$ cat config.mk
export PLATFORM = sky130hd
export DESIGN_NAME = sliding_window_average_core
export DESIGN_NICKNAME = d
export VERILOG_FILES = /design/src/hdl/swa_pkg.sv /design/src/hdl/sliding_window_average_core.sv /design/src/hdl/swa_hist_mem.sv /design/src/hdl/swa_div.sv
export SDC_FILE = /design/constraint.sdc
export NUM_CORES = 1
export LEC_CHECK = 0
export BUFFER_PORTS_ARGS = -buffer_cell sky130_fd_sc_hd__buf_4
export CAP_MARGIN = 20
export CORE_AREA = 2 2 385 292
export DETAILED_ROUTE_END_ITERATION = 6
export DIE_AREA = 0 0 387 294
export GPL_TIMING_DRIVEN = 0
export HOLD_SLACK_MARGIN = 0.12
export PLACE_DENSITY = 0.65
export SLEW_MARGIN = 20
export SYNTH_ARGS = -nofsm -noshare
export SYNTH_HDL_FRONTEND = slang
export SYNTH_HIERARCHICAL = 1
export SYNTH_SLANG_ARGS = --single-unit
$ cat constraint.sdc
create_clock -name clk -period 3.05 [get_ports clk]
set_clock_uncertainty 0.1 [all_clocks]
set_input_delay 0.305 -clock clk [delete_from_list [all_inputs] [get_ports clk]]
set_output_delay 0.305 -clock clk [all_outputs]
set_load 0.02 [all_outputs]
$ cat src/hdl/swa_pkg.sv
package swa_pkg;

  localparam int MAX_WINDOW = 64;
  localparam int HIST_DEPTH = MAX_WINDOW - 1;
  localparam int ADDR_W     = $clog2(HIST_DEPTH);
  localparam int SAMPLE_W   = 16;
  localparam int WIN_W      = 7;
  localparam int SUM_W      = SAMPLE_W + $clog2(MAX_WINDOW);
  localparam int DIV_STEPS  = SUM_W;
  localparam int STEP_W     = $clog2(DIV_STEPS + 1);

  localparam logic [WIN_W-1:0]  WIN_RESET = WIN_W'(8);
  localparam logic [WIN_W-1:0]  WIN_MIN   = WIN_W'(2);
  localparam logic [WIN_W-1:0]  WIN_MAX   = WIN_W'(MAX_WINDOW);
  localparam logic [ADDR_W-1:0] ADDR_LAST = ADDR_W'(HIST_DEPTH - 1);

  typedef enum logic [1:0] {
    ST_IDLE,
    ST_ACC,
    ST_LAST,
    ST_DIV
  } state_t;

  typedef struct packed {
    logic busy;
    logic done;
  } div_stat_t;

endpackage

$ cat src/hdl/sliding_window_average_core.sv
// Moving average over the last n samples (n = window_length clamped to 2..64),
// truncated mean.
// Sequence: the history is read one entry a cycle, newest first, n - 1 entries;
// then the new sample is stored and the one-bit-a-cycle divide starts in the
// same cycle, and once the divide is done the result register is loaded. No
// new sample is taken until the result register has been loaded. A result
// still waiting on out_ready holds the block in the divide state.
// Reset (rst_n low, synchronous): history reads as zeros, newest slot 0,
// window_length 8, no result pending.
module sliding_window_average_core
  import swa_pkg::*;
(
  input  logic                clk,
  input  logic                rst_n,
  input  logic                in_valid,
  output logic                in_ready,
  input  logic [SAMPLE_W-1:0] in_sample,
  output logic                out_valid,
  input  logic                out_ready,
  output logic [SAMPLE_W-1:0] out_average,
  input  logic                cfg_we,
  input  logic [WIN_W-1:0]    cfg_wdata
);

  state_t              state_r, state_nxt;
  logic [WIN_W-1:0]    win_len_r;
  logic [WIN_W-1:0]    eff_win;
  logic [WIN_W-1:0]    n_r;
  logic [ADDR_W-1:0]   pos_r, pos_inc;
  logic [ADDR_W-1:0]   rd_addr_r;
  logic [ADDR_W-1:0]   cnt_r;
  logic                rd_pend_r;
  logic [SUM_W-1:0]    sum_r, sum_nxt;
  logic [SAMPLE_W-1:0] cur_r;
  logic                out_valid_r;
  logic [SAMPLE_W-1:0] out_avg_r;

  logic                in_acc;
  logic                rd_en;
  logic                wr_en;
  logic                div_start;
  logic                out_load;
  logic [SAMPLE_W-1:0] rd_data;
  logic [SAMPLE_W-1:0] quotient;
  div_stat_t           div_stat;

  // Clamp the window to the supported range.
  always_comb begin
    eff_win = win_len_r;
    if (win_len_r < WIN_MIN) eff_win = WIN_MIN;
    if (win_len_r > WIN_MAX) eff_win = WIN_MAX;
  end

  assign pos_inc = (pos_r == ADDR_LAST) ? '0 : pos_r + 1'b1;
  assign in_acc  = in_valid && in_ready;

  // Fold in the entry read last cycle.
  assign sum_nxt = rd_pend_r ? sum_r + SUM_W'(rd_data) : sum_r;

  // Sequencer: read n-1 history entries newest first, then store the new
  // sample over the oldest slot and divide.
  always_comb begin
    state_nxt = state_r;
    in_ready  = 1'b0;
    rd_en     = 1'b0;
    wr_en     = 1'b0;
    div_start = 1'b0;
    out_load  = 1'b0;
    case (state_r)
      ST_IDLE: begin
        in_ready = 1'b1;
        if (in_valid) state_nxt = ST_ACC;
      end
      ST_ACC: begin
        rd_en = 1'b1;
        if (cnt_r == ADDR_W'(1)) state_nxt = ST_LAST;
      end
      ST_LAST: begin
        // last read is in; the slot after newest is no longer needed
        wr_en     = 1'b1;
        div_start = 1'b1;
        state_nxt = ST_DIV;
      end
      ST_DIV: begin
        // hold the quotient until the output register is free
        if (div_stat.done && (!out_valid_r || out_ready)) begin
          out_load  = 1'b1;
          state_nxt = ST_IDLE;
        end
      end
      default: state_nxt = ST_IDLE;
    endcase
  end

  always_ff @(posedge clk) begin
    if (!rst_n) begin
      state_r <= ST_IDLE;
    end else begin
      state_r <= state_nxt;
    end
  end

  always_ff @(posedge clk) begin
    if (!rst_n) begin
      win_len_r   <= WIN_RESET;
      pos_r       <= '0;
      rd_pend_r   <= 1'b0;
      out_valid_r <= 1'b0;
    end else begin
      if (cfg_we) win_len_r <= cfg_wdata;
      if (wr_en) pos_r <= pos_inc;
      rd_pend_r <= rd_en;
      if (out_load) begin
        out_valid_r <= 1'b1;
      end else if (out_ready) begin
        out_valid_r <= 1'b0;
      end
    end
  end

  // Datapath registers: item context, read pointer, running sum.
  always_ff @(posedge clk) begin
    if (in_acc) begin
      cur_r     <= in_sample;
      sum_r     <= SUM_W'(in_sample);
      n_r       <= eff_win;
      cnt_r     <= ADDR_W'(eff_win - 1'b1);
      rd_addr_r <= pos_r;
    end else begin
      sum_r <= sum_nxt;
      if (rd_en) begin
        cnt_r     <= cnt_r - 1'b1;
        rd_addr_r <= (rd_addr_r == '0) ? ADDR_LAST : rd_addr_r - 1'b1;
      end
    end
    if (out_load) out_avg_r <= quotient;
  end

  swa_hist_mem u_hist (
    .clk     (clk),
    .rst_n   (rst_n),
    .wr_en   (wr_en),
    .wr_addr (pos_inc),
    .wr_data (cur_r),
    .rd_en   (rd_en),
    .rd_addr (rd_addr_r),
    .rd_data (rd_data)
  );

  swa_div u_div (
    .clk      (clk),
    .rst_n    (rst_n),
    .start    (div_start),
    .dividend (sum_nxt),
    .divisor  (n_r),
    .quotient (quotient),
    .stat     (div_stat)
  );

  assign out_valid   = out_valid_r;
  assign out_average = out_avg_r;

  // An accepted item always starts the history walk.
  a_accept_walk: assert property (@(posedge clk) disable iff (!rst_n)
    in_acc |=> state_r == ST_ACC)
    else $error("accepted item did not start the history read");

  // A result only appears after the division finished.
  a_out_after_div: assert property (@(posedge clk) disable iff (!rst_n)
    $rose(out_valid) |-> $past(state_r == ST_DIV) && $past(div_stat.done))
    else $error("result presented without a finished division");

  // Divider never reports done while still stepping.
  a_div_stat: assert property (@(posedge clk) disable iff (!rst_n)
    div_stat.done |-> !div_stat.busy)
    else $error("divider done and busy at once");

  // The new sample is written only once all history reads are in.
  a_write_order: assert property (@(posedge clk) disable iff (!rst_n)
    wr_en |-> rd_pend_r && !rd_en)
    else $error("history write overlaps the read walk");

endmodule

$ cat src/hdl/swa_hist_mem.sv
module swa_hist_mem
  import swa_pkg::*;
(
  input  logic                clk,
  input  logic                rst_n,
  input  logic                wr_en,
  input  logic [ADDR_W-1:0]   wr_addr,
  input  logic [SAMPLE_W-1:0] wr_data,
  input  logic                rd_en,
  input  logic [ADDR_W-1:0]   rd_addr,
  output logic [SAMPLE_W-1:0] rd_data
);

  logic [SAMPLE_W-1:0]   mem [HIST_DEPTH];
  logic [HIST_DEPTH-1:0] valid_r;
  logic [SAMPLE_W-1:0]   rd_data_r;

  // entries never written read as zero
  always_ff @(posedge clk) begin
    if (!rst_n) begin
      valid_r <= '0;
    end else if (wr_en) begin
      valid_r[wr_addr] <= 1'b1;
    end
  end

  always_ff @(posedge clk) begin
    if (wr_en) begin
      mem[wr_addr] <= wr_data;
    end
  end

  always_ff @(posedge clk) begin
    if (rd_en) begin
      rd_data_r <= valid_r[rd_addr] ? mem[rd_addr] : '0;
    end
  end

  assign rd_data = rd_data_r;

endmodule

$ cat src/hdl/swa_div.sv
module swa_div
  import swa_pkg::*;
(
  input  logic                clk,
  input  logic                rst_n,
  input  logic                start,
  input  logic [SUM_W-1:0]    dividend,
  input  logic [WIN_W-1:0]    divisor,
  output logic [SAMPLE_W-1:0] quotient,
  output div_stat_t           stat
);

  logic [SUM_W-1:0]  quo_r, quo_nxt;
  logic [WIN_W-1:0]  rem_r, rem_nxt;
  logic [WIN_W-1:0]  dsr_r;
  logic [STEP_W-1:0] cnt_r;
  logic              busy_r, done_r;
  logic [WIN_W:0]    trial;
  logic              fits;

  // one restoring step: shift in next dividend bit, subtract if it fits
  always_comb begin
    trial   = {rem_r, quo_r[SUM_W-1]};
    fits    = trial >= {1'b0, dsr_r};
    rem_nxt = fits ? WIN_W'(trial - {1'b0, dsr_r}) : trial[WIN_W-1:0];
    quo_nxt = {quo_r[SUM_W-2:0], fits};
  end

  always_ff @(posedge clk) begin
    if (!rst_n) begin
      busy_r <= 1'b0;
      done_r <= 1'b0;
      cnt_r  <= '0;
    end else if (start) begin
      busy_r <= 1'b1;
      done_r <= 1'b0;
      cnt_r  <= STEP_W'(DIV_STEPS);
    end else if (busy_r) begin
      cnt_r <= cnt_r - 1'b1;
      if (cnt_r == STEP_W'(1)) begin
        busy_r <= 1'b0;
        done_r <= 1'b1;
      end
    end
  end

  always_ff @(posedge clk) begin
    if (start) begin
      quo_r <= dividend;
      rem_r <= '0;
      dsr_r <= divisor;
    end else if (busy_r) begin
      quo_r <= quo_nxt;
      rem_r <= rem_nxt;
    end
  end

  // mean never exceeds the sample range, so the low bits hold the whole result
  assign quotient  = quo_r[SAMPLE_W-1:0];
  assign stat.busy = busy_r;
  assign stat.done = done_r;

endmodule

==> flow_metrics.tcl, run 1 <==
set metrics [dict create \
    grt_pass1_vias 27800 \
    period_share_pct 104 \
    fmaxAchievable_mhz 315 \
    nets 3185 \
    overflow 0 \
    yosys_warnings 6 \
    worstPathRequired_ps 3380 \
    hold_ws_ps 223 \
    p_leak_nw 19.7 \
    start_kind "flip-flop" \
    p_per_area_nw_per_um2 920 \
    crit_cells 8 \
    power_mw 54.5 \
    htreeDepth 3 \
    setup_viol 7 \
    numCtsBuffers 113 \
    hold_path_class "in2reg" \
    crit_type "reg2reg" \
    cts.path.max_buffers 3 \
    dr.pass1.iters 5 \
    vias 28500 \
    cts_tree "yes" \
    avgSynthCellArea_um2 18.0 \
    fp.coreArea_um2 110000 \
    maxSlewHeadroom_pct 40.7 \
    routabilityCongestion 0.983 \
    initial_core_util_pct 44.7 \
    status "complete, but fails checks" \
    tns_ps -282 \
    reg2reg_depth 8 \
    ir_drop_mv 0.602 \
    finalHoldViolations 0 \
    cap_violations 0 \
    fp.dieW_um 387 \
    grt_max_degree 27 \
    io_buffer_count 44 \
    antenna_found_initial 4 \
    drt-initial-drc-count 3715 \
    std_cell_rows 106 \
    fin_ws_ps -126 \
    ios 46 \
    drtAntennaViolNets 0 \
    cts.sinks 1220 \
    netlist_area_um2 49200 \
    synthesis.nets 2801 \
    die_area_um2 114000 \
    endpoint "u_hist/rd_data[7]" \
    worstSkewPairLatency_ps 730 \
    reg2reg_to "u_hist/rd_data[7]" \
    reg2reg_setup_slack_ps -130 \
    rsz0062_at_grt "true" \
    post-route-min-period_ps 3180 \
    hpwlAfterDp_um 94300 \
    max_stage_delay_ps 670 \
    cp_cell_sequence "buf_12, buf_12, mux4_1, and2_0, a2111oi_2, nor3_1, o211ai_1, nor4_2" \
    syn_to_final_growth_pct 20.4 \
    crit_family "compound AO/OA/AOI/OAI gates" \
    diodes 0 \
    whs_path_depth 2 \
    crit_start "rd_addr_r[0]" \
    netlist_instances 2735 \
    fillCellCount 8359 \
    viasPerCell 6.10 \
    grt.total_usage_pct 24.0 \
    wl_per_cell_um 29.4 \
    place_ws_ps -1460 \
    worstPathMaxFanout 10 \
    worstMarginPinSlew_ps 890 \
    grt_pass1_wl_um 195000 \
    path_common_cell "buf_12" \
    r2r-start "rd_addr_r[0]" \
    drive_gt1_share_pct 30.0 \
    slowest_stage "a2111oi_2" \
    slew_viol_final 0 \
    clk_pin_slew_ps 60 \
    crit_path_end_kind "flip-flop" \
    violations "setup timing" \
    crit_buf_inv 2 \
    root_buffer "clkbuf_16" \
    die_h_um 294 \
    drc 0 \
    cp.arrival_ps 3500 \
    routed_wl_um 137000 \
]
what timing repair did:
item                                    in CTS  in global routing
hold buffers                                36                  0
endpoints found under the setup margin    1088                396
gates resized for setup                    261                 69
pin swaps                                   53                 25
setup buffers                               74                 31
hold endpoints to repair                    56                  0
final cells by class:
type / instances / area (um^2) / area share (%)
Inverter: 29 / 109 / 0.184
Clock inverter: 57 / 454 / 0.766
Tap cell: 1458 / 1820 / 3.08
Multi-Input combinational cell: 1316 / 13700 / 23.2
Buffer: 163 / 1390 / 2.34
Sequential cell: 1220 / 35500 / 59.8
Clock buffer: 155 / 3100 / 5.22
Timing Repair Buffer: 276 / 3190 / 5.38
power breakdown:
part / switching [mW] / total (mW) / internal (mW)
registers: 0.640 / 20.5 / 19.9
logic: 12.4 / 20.3 / 7.93
clock network: 6.12 / 13.7 / 7.53
cell usage in the layout (no fill, tap or decap), types with 17 or more instances in the layout:
cell / count
o21a_1: 72
a21oi_1: 56
nand2b_1: 18
clkbuf_1: 63
nor3_1: 17
buf_8: 60
mux4_2: 172
o21ai_0: 35
clkinv_1: 25
inv_1: 29
clkbuf_16: 114
nor2_4: 70
mux2_2: 42
dfxtp_1: 115
nor2b_1: 35
nand3_1: 24
nor2_1: 63
edfxtp_1: 1104
buf_12: 41
buf_4: 157
clkbuf_2: 24
a22oi_1: 52
nand2_1: 83
dlygate4sd3_1: 36
a22oi_2: 31
ha_1: 34
mux4_1: 28
buf_6: 54
mux2i_1: 151
xnor2_1: 19
state kept, by name (all words and copies together), names as in the netlist, 7 cells and up:
register	cells
u_hist/mem	1008
u_hist/rd_data	16
u_div/rem_r	7
u_hist/valid_r	63
sum_r	22
u_div/dsr_r	7
cur_r	16
u_div/quo_r	22
out_average	16
n_r	7
win_len_r	7
metal layers:
metal	vias up	GRT usage (%)	wire, um
met5	-	0.550	107
met4	6	7.54	4420
met3	263	7.06	16100
met2	1628	35.1	59600
met1	14800	34.6	57000
li1	11800	-	-
worst min path at each step:
stage	slack (ps)	end	start
CTS	180	cur_r[0]	in_sample[0]
global placement	310	u_div/dsr_r[6]	n_r[6]
floorplan	300	u_div/dsr_r[0]	n_r[0]
finish	220	cur_r[2]	in_sample[2]
global route	190	cur_r[4]	in_sample[4]
detailed placement	310	u_div/dsr_r[1]	n_r[1]
metrics by stage:
step	cells	area (um^2)	utilization, %
5_1_grt	4674	59300	53.8
3_3_place_gp	4237	51400	46.6
2_1_floorplan	2735	49200	-
6_report	4674	59300	53.8
3_5_place_dp	4328	53100	48.1
4_1_cts	4645	58800	53.3
Note: power is estimated with default switching activity, not from simulation.
==> run 2: changes to the inputs <==
--- a/config.mk
+++ b/config.mk
@@ -5,14 +5,15 @@
 export SDC_FILE = /design/constraint.sdc
 export NUM_CORES = 1
 export LEC_CHECK = 0
+export ABC_AREA = 1
 export BUFFER_PORTS_ARGS = -buffer_cell sky130_fd_sc_hd__buf_4
 export CAP_MARGIN = 20
-export CORE_AREA = 2 2 385 292
+export CORE_AREA = 2 2 394 298
 export DETAILED_ROUTE_END_ITERATION = 6
-export DIE_AREA = 0 0 387 294
+export DIE_AREA = 0 0 396 300
 export GPL_TIMING_DRIVEN = 0
 export HOLD_SLACK_MARGIN = 0.12
-export PLACE_DENSITY = 0.65
+export PLACE_DENSITY = 0.63
 export SLEW_MARGIN = 20
 export SYNTH_ARGS = -nofsm -noshare
 export SYNTH_HDL_FRONTEND = slang
==> constraint.sdc (replaced) <==
create_clock -name clk -period 3.2 [get_ports clk]
set_clock_uncertainty 0.1 [all_clocks]
set_input_delay 0.32 -clock clk [delete_from_list [all_inputs] [get_ports clk]]
set_output_delay 0.32 -clock clk [all_outputs]
set_load 0.02 [all_outputs]
==> flow_metrics.tcl, run 2 <==
set metrics [dict create \
    drc 0 \
    largest_reg_flops 1008 \
    crit_path_end_kind "flip-flop" \
    hpwlAfterDp_um 116000 \
    root_buffer "clkbuf_16" \
    drtAntennaViolNets 0 \
    wl_per_cell_um 24.2 \
    worstPathRequired_ps 3660 \
    cts_tree "yes" \
    drive_gt1_share_pct 13.6 \
    hold_path_class "in2reg" \
    setup_viol 0 \
    antenna_found_initial 5 \
    period_share_pct 98.8 \
    syn_to_final_growth_pct 18.0 \
    initial_core_util_pct 44.8 \
    crit_family "buffers and inverters" \
    tns_ps 0 \
    grt_max_degree 33 \
    routabilityCongestion 0.993 \
    worstPathMaxFanout 10 \
    path_common_cell "nand2_1" \
    crit_buf_inv 4 \
    grt.total_usage_pct 27.4 \
    p_leak_nw 23.1 \
    rsz0062_at_grt "true" \
    worstSkewPairLatency_ps 730 \
    clk_pin_slew_ps 60 \
    nets 5219 \
    std_cell_rows 108 \
    start_kind "flip-flop" \
    die_area_um2 119000 \
    drt-initial-drc-count 5656 \
    die_h_um 300 \
    grt_pass1_wl_um 236000 \
    cts.path.max_buffers 3 \
    slew_viol_final 0 \
    post-route-min-period_ps 3160 \
    synthesis.nets 4859 \
    netlist_area_um2 51500 \
    dr.pass1.iters 6 \
    viasPerCell 5.59 \
    vias 38000 \
    fp.coreArea_um2 115000 \
    htreeDepth 3 \
    final_common_cell "nand2_1" \
    ios 46 \
    overflow 0 \
    cts.sinks 1220 \
    cp.arrival_ps 3620 \
    maxSlewHeadroom_pct 34.3 \
    yosys_warnings 6 \
    largest_registers "u_hist/mem x1008, u_hist/valid_r x63" \
    crit_type "reg2reg" \
    routed_wl_um 165000 \
    status "complete, no violations" \
    p_per_area_nw_per_um2 952 \
    fmaxAchievable_mhz 316 \
    grt_pass1_vias 35000 \
    cap_violations 0 \
    largest_register "u_hist/mem" \
    io_buffer_count 45 \
    finalHoldViolations 0 \
    netlist_instances 4793 \
    max_stage_delay_ps 600 \
    fin_ws_ps 37.4 \
    numCtsBuffers 117 \
    mostFrequentLayoutCells "nand2_1 (1636), edfxtp_1 (1104), nand3_1 (950)" \
    slowest_stage "clkbuf_2" \
    worstMarginPinSlew_ps 979 \
    place_ws_ps -395 \
    cp_cell_sequence "inv_2, clkbuf_2, buf_2, nand3_1, nand2_1, nand2_1, nand3_1, nand3_1, nand2_1, nand2_1, inv_1" \
    avgSynthCellArea_um2 10.7 \
    ir_drop_mv 0.505 \
    fp.dieW_um 396 \
]
-- run 2: final timing paths --
kind                      from  cells past startpoint  slack [ps]                end
setup / recovery  rd_addr_r[2]                     11          40  u_hist/rd_data[2]
hold / removal    in_sample[1]                      2         230           cur_r[1]
setup reg to reg  rd_addr_r[2]                     11          40  u_hist/rd_data[2]
hold reg to reg         n_r[2]                      0         320     u_div/dsr_r[2]
-- run 2: power by group --
group | internal [mW] | total [mW] | switching [mW]
clock network | 7.73 | 13.7 | 5.96
registers | 19.2 | 19.9 | 0.670
logic | 6.59 | 24.3 | 17.7
total | 33.5 | 57.8 | 24.3
-- run 2: what timing repair did --
action	in CTS	in global routing
endpoints found under the hold margin	57	0
gates resized for setup	13	47
hold buffers	40	0
endpoints found under the setup margin	584	780
pin swaps	18	7
setup buffers	30	24
-- run 2: per-stage QoR --
| step | total power [mW] | area [um^2] | std cells | utilization [%] | hold WS (ps) |
|---|---|---|---|---|---|
| 5_1_grt | 60.1 | 60700 | 6790 | 52.8 | 234 |
| 6_report | 57.8 | 60700 | 6791 | 52.8 | 233 |
| 3_3_place_gp | 42.4 | 53800 | 6378 | 46.8 | 302 |
| 3_5_place_dp | 43.2 | 55700 | 6481 | 48.4 | 305 |
| 4_1_cts | 56.9 | 60400 | 6767 | 52.5 | 205 |
| 2_1_floorplan | 33.5 | 51500 | 4793 | - | 300 |
-- run 2: final cells by class --
type,count,area [um^2]
inverter,191,732
multi-input combinational,3111,14200
antenna,1,2.50
fill,9796,54200
sequential,1220,35500
buffer,270,1530
tap,1540,1930
timing repair buffer,242,3090
clock buffer,163,3310
clock inverter,53,454
-- run 2: per-layer routing --
layer	part of all wire [%]	wire (um)	vias to the layer above	track usage, %
met3	13	22100	319	7.83
met2	41	67200	2187	37.9
met5	0	0	-	0
li1	-	-	17100	-
met1	43	70000	18400	41.4
met4	3.1	5140	0	8.65
